--- src/ude_pkg.sv ---
// ----------------------------------------------------------------------------
// ude_pkg
// Shared types, character codes and formatting helpers for the UTF-8 decode
// and C-string escape block.
// ----------------------------------------------------------------------------
package ude_pkg;

    localparam int QDEPTH = 4;
    localparam int QAW    = $clog2(QDEPTH);

    localparam logic [6:0] CH_QUOTE  = 7'h22;
    localparam logic [6:0] CH_BSLASH = 7'h5C;
    localparam logic [6:0] CH_ZERO   = 7'h30;
    localparam logic [6:0] CH_HEX_LO = 7'h57;   // 'a' minus ten
    localparam logic [6:0] CH_U_LC   = 7'h75;
    localparam logic [6:0] CH_U_UC   = 7'h55;
    localparam logic [6:0] CH_N      = 7'h6E;
    localparam logic [6:0] CH_R      = 7'h72;
    localparam logic [6:0] CH_F      = 7'h66;
    localparam logic [6:0] CH_A      = 7'h61;
    localparam logic [6:0] CH_T      = 7'h74;

    localparam logic [7:0] B_QUOTE  = 8'h22;
    localparam logic [7:0] B_BSLASH = 8'h5C;
    localparam logic [7:0] B_LF     = 8'h0A;
    localparam logic [7:0] B_CR     = 8'h0D;
    localparam logic [7:0] B_FF     = 8'h0C;
    localparam logic [7:0] B_BEL    = 8'h07;
    localparam logic [7:0] B_TAB    = 8'h09;

    // how a code unit is spelled out
    typedef enum logic [2:0] {
        CL_PRINT,
        CL_OCT,
        CL_U4,
        CL_U8,
        CL_ESC
    } t_cls;

    // one classified input item, at most four output units
    typedef struct packed {
        logic        open_q;
        logic        a_vld;
        t_cls        a_cls;
        logic [30:0] a_val;
        logic        b_vld;
        t_cls        b_cls;
        logic [7:0]  b_val;
        logic        close_q;
        logic        closing;
    } t_job;

    function automatic t_cls classify(input logic [30:0] c);
        t_cls r;
        if (c inside {[31'h20:31'h7E]}) begin
            r = CL_PRINT;
        end else if (c <= 31'h7F) begin
            r = CL_OCT;
        end else if (c <= 31'hFFFF) begin
            r = CL_U4;
        end else begin
            r = CL_U8;
        end
        return r;
    endfunction

endpackage

--- src/ude_front.sv ---
// ----------------------------------------------------------------------------
// ude_front
// Accepts source bytes, runs the relaxed UTF-8 decoder state and turns each
// byte that yields output into a job of quote, code and escape units for the expander.
// ----------------------------------------------------------------------------
module ude_front (
    input  logic          i_clk,
    input  logic          i_rst_n,
    input  logic          i_cfg_wr_en,
    input  logic          i_cfg_wr_data,
    input  logic          i_in_valid,
    input  logic [7:0]    i_in_byte,
    input  logic          i_end_of_string,
    input  logic          i_full,
    output logic          o_push,
    output ude_pkg::t_job o_job
);
    import ude_pkg::*;

    logic [30:0] r_partial, n_partial;
    logic [7:0]  r_lead, n_lead;
    logic [2:0]  r_len, n_len;
    logic [2:0]  r_ct, n_ct;
    logic        r_pend, n_pend;
    logic        r_open, n_open;
    logic        r_stop, n_stop;
    logic        r_wrap;

    logic        accept;
    logic        is_cont;
    logic        closing;
    logic [2:0]  ct_inc;
    logic [2:0]  sh_k;
    logic [30:0] cont_bits;
    logic [30:0] partial_upd;
    t_job        job;

    assign accept = i_in_valid & ~i_full;

    // continuation payload placed at its full-length position
    always_comb begin
        case (sh_k)
            3'd0:    cont_bits = {25'b0, i_in_byte[5:0]};
            3'd1:    cont_bits = {19'b0, i_in_byte[5:0], 6'b0};
            3'd2:    cont_bits = {13'b0, i_in_byte[5:0], 12'b0};
            3'd3:    cont_bits = {7'b0, i_in_byte[5:0], 18'b0};
            3'd4:    cont_bits = {1'b0, i_in_byte[5:0], 24'b0};
            3'd5:    cont_bits = {i_in_byte[0], 30'b0};
            default: cont_bits = '0;
        endcase
    end

    assign ct_inc      = r_ct + 3'd1;
    assign sh_k        = r_len - 3'd1 - ct_inc;
    assign partial_upd = (ct_inc < r_len) ? (r_partial | cont_bits) : r_partial;
    assign is_cont     = r_pend && (i_in_byte != 8'h00) && (i_in_byte[7:6] == 2'b10);

    always_comb begin
        n_partial = r_partial;
        n_lead    = r_lead;
        n_len     = r_len;
        n_ct      = r_ct;
        n_pend    = r_pend;
        n_open    = r_open;
        n_stop    = r_stop;
        closing   = 1'b0;
        job       = '0;
        job.a_cls = CL_PRINT;
        job.b_cls = CL_PRINT;

        if (r_stop) begin
            if (i_end_of_string) begin
                n_stop = 1'b0;
            end
        end else begin
            job.open_q = ~r_open & r_wrap;
            n_open     = 1'b1;
            if (is_cont) begin
                n_partial = partial_upd;
                n_ct      = ct_inc;
                if (({1'b0, ct_inc} + 4'd1 >= {1'b0, r_len}) || i_end_of_string) begin
                    job.a_vld = 1'b1;
                    job.a_val = partial_upd;
                    n_pend    = 1'b0;
                    n_ct      = 3'd0;
                end
            end else begin
                if (r_pend) begin
                    job.a_vld = 1'b1;
                    job.a_val = (r_ct == 3'd0) ? {23'b0, r_lead} : r_partial;
                    n_pend    = 1'b0;
                    n_ct      = 3'd0;
                end
                if (i_in_byte == 8'h00) begin
                    closing = 1'b1;
                    if (!i_end_of_string) begin
                        n_stop = 1'b1;
                    end
                end else begin
                    job.b_vld = 1'b1;
                    job.b_val = i_in_byte;
                    job.b_cls = classify({23'b0, i_in_byte});
                    case (i_in_byte)
                        B_QUOTE: begin
                            job.b_cls = CL_ESC;
                            job.b_val = {1'b0, CH_QUOTE};
                        end
                        B_BSLASH: begin
                            job.b_cls = CL_ESC;
                            job.b_val = {1'b0, CH_BSLASH};
                        end
                        B_LF: begin
                            job.b_cls = CL_ESC;
                            job.b_val = {1'b0, CH_N};
                        end
                        B_CR: begin
                            job.b_cls = CL_ESC;
                            job.b_val = {1'b0, CH_R};
                        end
                        B_FF: begin
                            job.b_cls = CL_ESC;
                            job.b_val = {1'b0, CH_F};
                        end
                        B_BEL: begin
                            job.b_cls = CL_ESC;
                            job.b_val = {1'b0, CH_A};
                        end
                        B_TAB: begin
                            job.b_cls = CL_ESC;
                            job.b_val = {1'b0, CH_T};
                        end
                        default: begin
                            if (i_in_byte inside {[8'hC0:8'hFD]}) begin
                                n_pend = 1'b1;
                                n_lead = i_in_byte;
                                n_ct   = 3'd0;
                                if (i_in_byte inside {[8'hC0:8'hDF]}) begin
                                    n_len     = 3'd2;
                                    n_partial = {20'b0, i_in_byte[4:0], 6'b0};
                                end else if (i_in_byte inside {[8'hE0:8'hEF]}) begin
                                    n_len     = 3'd3;
                                    n_partial = {15'b0, i_in_byte[3:0], 12'b0};
                                end else if (i_in_byte inside {[8'hF0:8'hF7]}) begin
                                    n_len     = 3'd4;
                                    n_partial = {10'b0, i_in_byte[2:0], 18'b0};
                                end else if (i_in_byte inside {[8'hF8:8'hFB]}) begin
                                    n_len     = 3'd5;
                                    n_partial = {5'b0, i_in_byte[1:0], 24'b0};
                                end else begin
                                    n_len     = 3'd6;
                                    n_partial = {i_in_byte[0], 30'b0};
                                end
                                // a lead byte stays pending unless the string ends here
                                if (i_end_of_string) begin
                                    n_pend = 1'b0;
                                end else begin
                                    job.b_vld = 1'b0;
                                end
                            end
                        end
                    endcase
                end
            end
            if (i_end_of_string) begin
                closing = 1'b1;
            end
            if (closing) begin
                job.close_q = r_wrap;
                job.closing = 1'b1;
                n_open      = 1'b0;
            end
        end
        job.a_cls = classify(job.a_val);
    end

    assign o_job  = job;
    assign o_push = accept & (job.open_q | job.a_vld | job.b_vld | job.close_q);

    always_ff @(posedge i_clk) begin
        if (!i_rst_n) begin
            r_partial <= '0;
            r_lead    <= '0;
            r_len     <= '0;
            r_ct      <= '0;
            r_pend    <= 1'b0;
            r_open    <= 1'b0;
            r_stop    <= 1'b0;
            r_wrap    <= 1'b1;
        end else begin
            if (i_cfg_wr_en) begin
                r_wrap <= i_cfg_wr_data;
            end
            if (accept) begin
                r_partial <= n_partial;
                r_lead    <= n_lead;
                r_len     <= n_len;
                r_ct      <= n_ct;
                r_pend    <= n_pend;
                r_open    <= n_open;
                r_stop    <= n_stop;
            end
        end
    end

endmodule

--- src/ude_queue.sv ---
// ----------------------------------------------------------------------------
// ude_queue
// Small job queue between the decoder front and the character expander.
// ----------------------------------------------------------------------------
module ude_queue (
    input  logic          i_clk,
    input  logic          i_rst_n,
    input  logic          i_push,
    input  ude_pkg::t_job i_job,
    input  logic          i_pop,
    output logic          o_full,
    output logic          o_valid,
    output ude_pkg::t_job o_job
);
    import ude_pkg::*;

    t_job           r_mem [QDEPTH];
    logic [QAW-1:0] r_wr, r_rd;
    logic [QAW:0]   r_cnt;

    assign o_full  = (r_cnt == (QAW+1)'(QDEPTH));
    assign o_valid = (r_cnt != '0);
    assign o_job   = r_mem[r_rd];

    always_ff @(posedge i_clk) begin
        if (i_push) begin
            r_mem[r_wr] <= i_job;
        end
    end

    always_ff @(posedge i_clk) begin
        if (!i_rst_n) begin
            r_wr  <= '0;
            r_rd  <= '0;
            r_cnt <= '0;
        end else begin
            if (i_push) begin
                r_wr <= r_wr + 1'b1;
            end
            if (i_pop) begin
                r_rd <= r_rd + 1'b1;
            end
            if (i_push && !i_pop) begin
                r_cnt <= r_cnt + 1'b1;
            end else if (!i_push && i_pop) begin
                r_cnt <= r_cnt - 1'b1;
            end
        end
    end

endmodule

--- src/ude_back.sv ---
// ----------------------------------------------------------------------------
// ude_back
// Expands the job at the queue head into escaped characters, one per cycle
// while the output is not stalled, into the output register.
// ----------------------------------------------------------------------------
module ude_back (
    input  logic          i_clk,
    input  logic          i_rst_n,
    input  logic          i_q_valid,
    input  ude_pkg::t_job i_job,
    output logic          o_pop,
    output logic          o_out_valid,
    input  logic          i_out_stall,
    output logic [6:0]    o_out_char,
    output logic          o_last_of_run,
    output logic          o_string_done
);
    import ude_pkg::*;

    typedef enum logic [1:0] {
        U_OPEN,
        U_CODE_A,
        U_CODE_B,
        U_CLOSE
    } t_unit;

    t_unit       r_unit;
    logic [3:0]  r_k;
    logic        r_valid;
    logic [6:0]  r_char;
    logic        r_last;
    logic        r_done;

    logic [3:0]  pres;
    logic [1:0]  eff;
    logic        later_any;
    t_cls        cls;
    logic [30:0] val;
    logic [3:0]  unit_len;
    logic        unit_end;
    logic        job_last;
    logic        advance;
    logic [6:0]  ch;
    logic [2:0]  ni;
    logic [31:0] word;
    logic [3:0]  nib;
    logic [6:0]  hex_ch;

    assign pres = {i_job.close_q, i_job.b_vld, i_job.a_vld, i_job.open_q};

    // first unit present at or after the current position
    always_comb begin
        eff = U_CLOSE;
        for (int i = 3; i >= 0; i--) begin
            if (pres[i] && (2'(i) >= r_unit)) begin
                eff = 2'(i);
            end
        end
        later_any = 1'b0;
        for (int i = 0; i < 4; i++) begin
            if (pres[i] && (2'(i) > eff)) begin
                later_any = 1'b1;
            end
        end
    end

    always_comb begin
        if (eff == U_CODE_B) begin
            cls = i_job.b_cls;
            val = {23'b0, i_job.b_val};
        end else begin
            cls = i_job.a_cls;
            val = i_job.a_val;
        end
    end

    assign word   = {1'b0, val};
    assign ni     = 3'(((cls == CL_U8) ? 4'd9 : 4'd5) - r_k);
    assign nib    = word[{ni, 2'b00} +: 4];
    assign hex_ch = (nib < 4'd10) ? (CH_ZERO + {3'b0, nib}) : (CH_HEX_LO + {3'b0, nib});

    always_comb begin
        unit_len = 4'd1;
        ch       = CH_QUOTE;
        if (eff == U_CODE_A || eff == U_CODE_B) begin
            case (cls)
                CL_PRINT: begin
                    unit_len = 4'd1;
                    ch       = val[6:0];
                end
                CL_OCT: begin
                    unit_len = 4'd4;
                    case (r_k)
                        4'd0:    ch = CH_BSLASH;
                        4'd1:    ch = CH_ZERO + {4'b0, val[8:6]};
                        4'd2:    ch = CH_ZERO + {4'b0, val[5:3]};
                        default: ch = CH_ZERO + {4'b0, val[2:0]};
                    endcase
                end
                CL_ESC: begin
                    unit_len = 4'd2;
                    ch       = (r_k == 4'd0) ? CH_BSLASH : val[6:0];
                end
                CL_U4, CL_U8: begin
                    unit_len = (cls == CL_U8) ? 4'd10 : 4'd6;
                    case (r_k)
                        4'd0:    ch = CH_BSLASH;
                        4'd1:    ch = (cls == CL_U8) ? CH_U_UC : CH_U_LC;
                        default: ch = hex_ch;
                    endcase
                end
                default: begin
                    unit_len = 4'd1;
                    ch       = val[6:0];
                end
            endcase
        end
    end

    assign unit_end = (r_k == unit_len - 4'd1);
    assign job_last = unit_end & ~later_any;
    assign advance  = i_q_valid & (~r_valid | ~i_out_stall);
    assign o_pop    = advance & job_last;

    always_ff @(posedge i_clk) begin
        if (!i_rst_n) begin
            r_unit  <= U_OPEN;
            r_k     <= '0;
            r_valid <= 1'b0;
            r_char  <= '0;
            r_last  <= 1'b0;
            r_done  <= 1'b0;
        end else begin
            if (advance) begin
                r_valid <= 1'b1;
                r_char  <= ch;
                r_last  <= job_last;
                r_done  <= job_last & i_job.closing;
                if (job_last) begin
                    r_unit <= U_OPEN;
                    r_k    <= '0;
                end else if (unit_end) begin
                    r_unit <= t_unit'(eff + 2'd1);
                    r_k    <= '0;
                end else begin
                    r_k <= r_k + 4'd1;
                end
            end else if (!i_out_stall) begin
                r_valid <= 1'b0;
            end
        end
    end

    assign o_out_valid   = r_valid;
    assign o_out_char    = r_char;
    assign o_last_of_run = r_last;
    assign o_string_done = r_done;

endmodule

--- src/utf8_decode_and_escape.sv ---
// ----------------------------------------------------------------------------
// utf8_decode_and_escape
// Relaxed UTF-8 decoder that writes C-style escaped ASCII, optionally quoted.
// A byte's job is registered in the job queue, then its characters are
// registered in the output register. One byte is accepted per cycle while the
// job queue has room; the expander writes one character per cycle unless stalled.
// Reset: synchronous active low; clears decoder state, queue and output
// register, wrap_quotes returns to 1.
// ----------------------------------------------------------------------------
module utf8_decode_and_escape (
    input  logic       i_clk,
    input  logic       i_rst_n,
    input  logic       i_cfg_wr_en,
    input  logic       i_cfg_wr_data,
    input  logic       i_in_valid,
    output logic       o_in_stall,
    input  logic [7:0] i_in_byte,
    input  logic       i_end_of_string,
    output logic       o_out_valid,
    input  logic       i_out_stall,
    output logic [6:0] o_out_char,
    output logic       o_last_of_run,
    output logic       o_string_done
);
    import ude_pkg::*;

    logic q_full;
    logic q_valid;
    logic push;
    logic pop;
    t_job job_in;
    t_job job_head;

    assign o_in_stall = q_full;

    ude_front u_front (
        .i_clk           (i_clk),
        .i_rst_n         (i_rst_n),
        .i_cfg_wr_en     (i_cfg_wr_en),
        .i_cfg_wr_data   (i_cfg_wr_data),
        .i_in_valid      (i_in_valid),
        .i_in_byte       (i_in_byte),
        .i_end_of_string (i_end_of_string),
        .i_full          (q_full),
        .o_push          (push),
        .o_job           (job_in)
    );

    ude_queue u_queue (
        .i_clk   (i_clk),
        .i_rst_n (i_rst_n),
        .i_push  (push),
        .i_job   (job_in),
        .i_pop   (pop),
        .o_full  (q_full),
        .o_valid (q_valid),
        .o_job   (job_head)
    );

    ude_back u_back (
        .i_clk         (i_clk),
        .i_rst_n       (i_rst_n),
        .i_q_valid     (q_valid),
        .i_job         (job_head),
        .o_pop         (pop),
        .o_out_valid   (o_out_valid),
        .i_out_stall   (i_out_stall),
        .o_out_char    (o_out_char),
        .o_last_of_run (o_last_of_run),
        .o_string_done (o_string_done)
    );

endmodule

--- config.mk ---
export PLATFORM = sky130hd
export DESIGN_NAME = utf8_decode_and_escape
export DESIGN_NICKNAME = d
export VERILOG_FILES = /design/src/ude_pkg.sv /design/src/ude_front.sv /design/src/ude_queue.sv /design/src/ude_back.sv /design/src/utf8_decode_and_escape.sv
export SDC_FILE = /design/constraint.sdc
export NUM_CORES = 1
export LEC_CHECK = 0
export ABC_AREA = 1
export BUFFER_PORTS_ARGS = -buffer_cell sky130_fd_sc_hd__buf_2
export CAP_MARGIN = 5
export CORE_UTILIZATION = 40
export DETAILED_ROUTE_END_ITERATION = 10
export GPL_ROUTABILITY_DRIVEN = 0
export PLACE_DENSITY_LB_ADDON = 0.25
export SYNTH_ARGS = -nofsm -noshare
export SYNTH_HDL_FRONTEND = slang
export SYNTH_HIERARCHICAL = 1
export SYNTH_SLANG_ARGS = --single-unit
--- constraint.sdc ---
create_clock -name i_clk -period 5.2 [get_ports i_clk]
set_input_delay 1.3 -clock i_clk [delete_from_list [all_inputs] [get_ports i_clk]]
set_output_delay 1.3 -clock i_clk [all_outputs]
set_load 0.01 [all_outputs]
Word level (Yosys, flattened, before mapping). Memories as Yosys holds them, arrays and structs flattened. A register that Yosys moved wholly into a read port is not among the register bits. Cells that the tools add are included.

Bits in registers: 72. Memory bits (writable): 200. Output and inout bits: 11. Word-level logic and storage cells: 235. Memories kept: 1.

Add/subtract/negate cells: 17. Magnitude comparators: 26. Equal/unequal tests: 27. Shift-type cells: 1. Muxes and demuxes: 87. Bitwise logic cells: 21. Reduce and logical (&&, ||, !) cells: 38.

Memory list: u_queue.r_mem (depth 4, bits a word 50, read ports 1, clocked after memory_dff 1, wr ports 1, line ude_queue.sv:17) `t_job r_mem [QDEPTH];`.

Operator list (number): two-way mux 31 bit (14); one-hot mux 31 bit (6 select lines) (1); one-hot mux 11 bit (7 select lines) (1); <= comparator 31 x 7 -> 1 bit, second input constant (2); two-way mux 3 bit (16); two-way mux 45 bit (1); one-hot mux 7 bit (3 select lines) (2); <= comparator 8 bit, second input constant (5); equality test 8 x 4 -> 1 bit, second input constant (4); >= comparator 8 bit, second input constant (4); indexed part select 32 x 6 -> 4 bit (1); >= comparator 31 x 6 -> 1 bit, second input constant (1); <= comparator 31 x 16 -> 1 bit, second input constant (1); OR 31 bit (1); two-way mux 1 bit (30); two-way mux 12 bit (2); adder 6 x 3 -> 7 bit, first input constant (3); two-way mux 7 bit (3); two-way mux 2 bit (10); logical AND 1 bit (18); <= comparator 8 x 7 -> 1 bit, second input constant (2); two-way mux 4 bit (4); one-hot mux 7 bit (2 select lines) (1); equality test 3 x 2 -> 1 bit, second input constant (4); 48 further kinds (86).

Depth between registers and ports, before layout.
Word-level depth: 18. Mapped depth: 37. Depth with buffers taken out: 35.

Cells and area by module. The synthesis kept the hierarchy.

By module, submodules not included: ude_queue (times used 1, cells an instance 542, area each 7993.9 um^2); ude_front (times used 1, cells an instance 711, area each 4121.5 um^2); ude_back (times used 1, cells an instance 316, area each 1795.5 um^2).

Worst setup path before layout. OpenSTA, ideal clock, no wires.

Path type: register to register. Start: register (tool-made name). End: register u_queue.r_cnt[1]. Arrival: 4.095 ns. Data required time: 5.084 ns. Path slack: 0.990 ns. Cell stages (with the launch flop): 34. Buffers on the path: 2. Path through: dfxtp_1 > buf_6 > inv_12 > buf_12 > nor2_1 > o22ai_1 > inv_1 > nor2_1 > inv_1 > a31oi_1 > inv_1 > ha_1 > inv_2 > nand2_1 > nand2_2 > nand2_1 > nor2_2 > inv_2 > nand3_4 > nand2_2 > inv_1 > ha_1 > xor2_1 > xor2_1 > nand3_2 > nor2_2 > nand2_1 > inv_2 > inv_1 > ha_1 > inv_1 > fa_1 > o21ai_0 > nor2_1.

RTL lines: end signal: assignment (line ude_queue.sv:44) `r_cnt <= r_cnt + 1'b1;`; end signal: assignment (line ude_queue.sv:46) `r_cnt <= r_cnt - 1'b1;`; end: declaration (line ude_queue.sv:19) `logic [QAW:0] r_cnt;`.

==> results.yml <==
power_and_ir_drop:
  p_seq_share_pct: 38.3
  intPower_uw: 4670
  power_uw: 7100
  vdd_ir_drop_max_mv: 0.275
  p_switching_uw: 2430
  p_comb_share_pct: 28.3
  sw_frac_of_total_pct: 34.2
  p_per_area_nw_per_um2: 464
  p_leak_uw: 0.00650
  clockPowerShare_pct: 33.4
setup_path:
  required_ns: 5.64
  cp-start-kind: "flip-flop"
  cp_num_buf_inv: 10
  crit_type: "reg2reg"
  crit_path_frequent_cell: "inv_1"
  cp.arrival_ns: 5.11
  cp_max_fo: 52
  slowest_stage: "dfxtp_4"
  slowest_delay_ns: 0.41
  end_kind: "flip-flop"
  crit_family: "simple AND/OR/NAND/NOR gates"
clock_network:
  h-tree-depth: 1
  path_clk_slew_ns: 0.06
  postCtsHoldBufs: 0
  post_cts_resized: 0
  cts_tree: "yes"
  worstSkewPairLatency_ns: 0.56
  cts.sinks: 274
  clockBufferDepth: 3
  cts_setup_buffers: 0
  cts_inserted_buffers: 30
  root_buffer: "clkbuf_16"
cells_and_area:
  n_antenna_cell: 0
  nFillCells: 3314
  drive_above_1_share_pct: 9.64
  layout-area-overhead-vs-synth_pct: 10.0
  nets: 1615
  register_area_um2: 7490
  multi_input_comb_area_um2: 5100
  fin_area_um2: 15300
  utilization_pct: 45.2
routing:
  via_count: 10800
  initialDrtViolationCount: 1118
  ant_nets: 0
  post_drt_wl_per_cell_um: 17.8
  drt_first_pass_iters: 6
  drc_errors: 0
  drt_wl_total_um: 36400
  viasPerCell: 5.29
grt:
  antenna_found_initial: 0
  track_usage_pct: 20.3
  met1_usage_pct: 28.9
  grt_util_met2_pct: 32.8
  grt_start_max_net_pins: 53
  grt_pass1_wl_um: 56500
  grt_pass1_vias: 9894
  grt_overflow: 0
  use_met3_pct: 2.96
  top_usage_layer: "met2"
timing:
  fin_crit_ns: 4.67
  slew_viol_final: 0
  report.final.hold_viol_count: 0
  rsz0062_at_grt: "false"
  finalSetupViolCount: 0
  finalSetupTns_ns: 0
  fin_skew_ns: 0.0124
  fin_ws_ns: 0.531
  fin_crit_sh_pct: 89.8
  relSlewSlack_pct: 36.3
  worstMarginPinSlew_ns: 0.955
  fmax_mhz: 214
flow_run:
  maxCapViolations: 0
floorplan:
  dieWidth_um: 188
  coreArea_um2: 33900
  start_util_pct: 41.1
  die_y_um: 188
  die_area_um2: 35500
  rows: 67
  num_io_pins: 26
logic_synthesis:
  synth_area_per_cell_um2: 8.87
  ys.flop_type: "edfxtp_1"
  synth_seq_area_share_pct: 53.8
  synth_cell_types: 57
  ys_async_sr_fraction_pct: 0
  synth_fp_nets: 1611
  synth-seq-cells: 274
  yosys_warnings: 6
  netlist_area_um2: 13900
  syn_inst: 1569
  synth_edf_count: 200
place:
  place_hpwl_um: 24600
  place_ws_ns: 0.463
  portBuffers: 25
  place_area_um2: 14200
hold_path:
  holdCritPathClass: "reg2reg"
status:
  status: "complete, no violations"
-- cells in the mapped netlist (all sizes together), types with 2 or more instances --
library cell | count | area share, %
a211oi | 14 | 0.76
a21oi | 70 | 2.5
a22oi | 2 | 0.11
a31oi | 5 | 0.22
buf | 60 | 3.7
clkbuf | 11 | 0.31
dfxtp | 74 | 11
edfxtp | 200 | 43
fa | 2 | 0.29
ha | 25 | 2.2
inv | 198 | 5.4
nand2 | 268 | 7.7
nand3 | 90 | 3.6
nand4 | 7 | 0.31
nor2 | 253 | 7.0
nor3 | 30 | 1.2
nor4 | 3 | 0.18
o211ai | 14 | 0.76
o21ai | 167 | 6.0
o22ai | 51 | 2.3
o31ai | 2 | 0.11
xnor2 | 3 | 0.19
xor2 | 6 | 0.43
-- power by group through the flow --
stage               clock network, uW  logic (uW)  registers (uW)
detailed placement                  0        1990            2760
floorplan                           0        1510            2730
global placement                    0        1980            2760
CTS                              2420        2000            2720
global route                     2500        2240            2740
finish                           2370        2010            2720
-- final cells by class --
type                            instances  share of cell area [%]
Clock buffer                           37                    5.41
Timing Repair Buffer                   44                    1.75
Multi-Input combinational cell       1024                    33.3
Inverter                              199                    5.00
Clock inverter                         19                    1.94
Tap cell                              448                    3.66
Sequential cell                       274                    48.9
-- worst register-to-register path: cells and delay by family (launching register included) --
| kind | cells | cell delay (ns) |
|---|---|---|
| compound gates | 3 | 0.58 |
| xor+xnor | 2 | 0.37 |
| simple gates | 12 | 1.27 |
| fa+ha+maj | 4 | 0.98 |
| buf+inv | 10 | 0.97 |
| flops | 1 | 0.41 |
-- sequential cells by signal, indices dropped and copies added (netlist names), 2 cells and up, named ones only --
| name | cells |
|---|---|
| u_back/r_unit | 2 |
| u_front/r_lead | 8 |
| u_back/o_out_char | 7 |
| u_front/r_partial | 31 |
| u_queue/r_mem | 200 |
| u_back/r_k | 4 |
| u_front/r_ct | 3 |
| u_queue/r_rd | 2 |
| u_queue/r_cnt | 3 |
| u_front/r_len | 3 |
| u_queue/r_wr | 2 |
-- cells in the final DEF, fill, tap and decap left out, drive strengths merged, types with 5 or more instances in the layout --
cell and n:
a211oi 14, a21oi 70, a31oi 5, buf 44
bufinv 7, clkbuf 37, clkinv 8, clkinvlp 5
dfxtp 74, edfxtp 200, ha 25, inv 198
nand2 268, nand3 90, nand4 7, nor2 253
nor3 30, o211ai 14, o21ai 167, o22ai 51
xor2 6
-- per-layer routing --
metal / part of all wire [%] / routed length [um]
met5: 0 / 0
met4: 1.9 / 675
met3: 6.2 / 2250
met2: 46 / 16700
met1: 46 / 16800
-- kinds of logic after synthesis --
group | Yosys count | synth area share [%]
other cells | 1 | 0.0270
buf+inv | 271 | 9.54
simple gates | 653 | 20.1
flops | 274 | 53.8
fa+ha+maj | 27 | 2.54
compound gates | 334 | 13.4
xor+xnor | 9 | 0.621
-- final timing paths --
check,startpoint,endpoint,slack [ns],cells after the start
worst min-delay path,u_queue/r_rd[1]$_SDFFE_PN0P_,flip-flop,0.46,1
worst min register to register,u_queue/r_rd[1]$_SDFFE_PN0P_,flip-flop,0.46,1
worst max register to register,flip-flop,u_queue/r_cnt[1]$_SDFFE_PN0P_,0.53,31
worst max-delay path,flip-flop,u_queue/r_cnt[1]$_SDFFE_PN0P_,0.53,31
-- per-stage QoR --
step,instances,hold WS [ns]
floorplan,1569,0.412
global placement,1989,0.432
detailed placement,1989,0.437
CTS,2045,0.450
global route,2045,0.480
finish,2045,0.459
(Power assumes the default switching activity.)
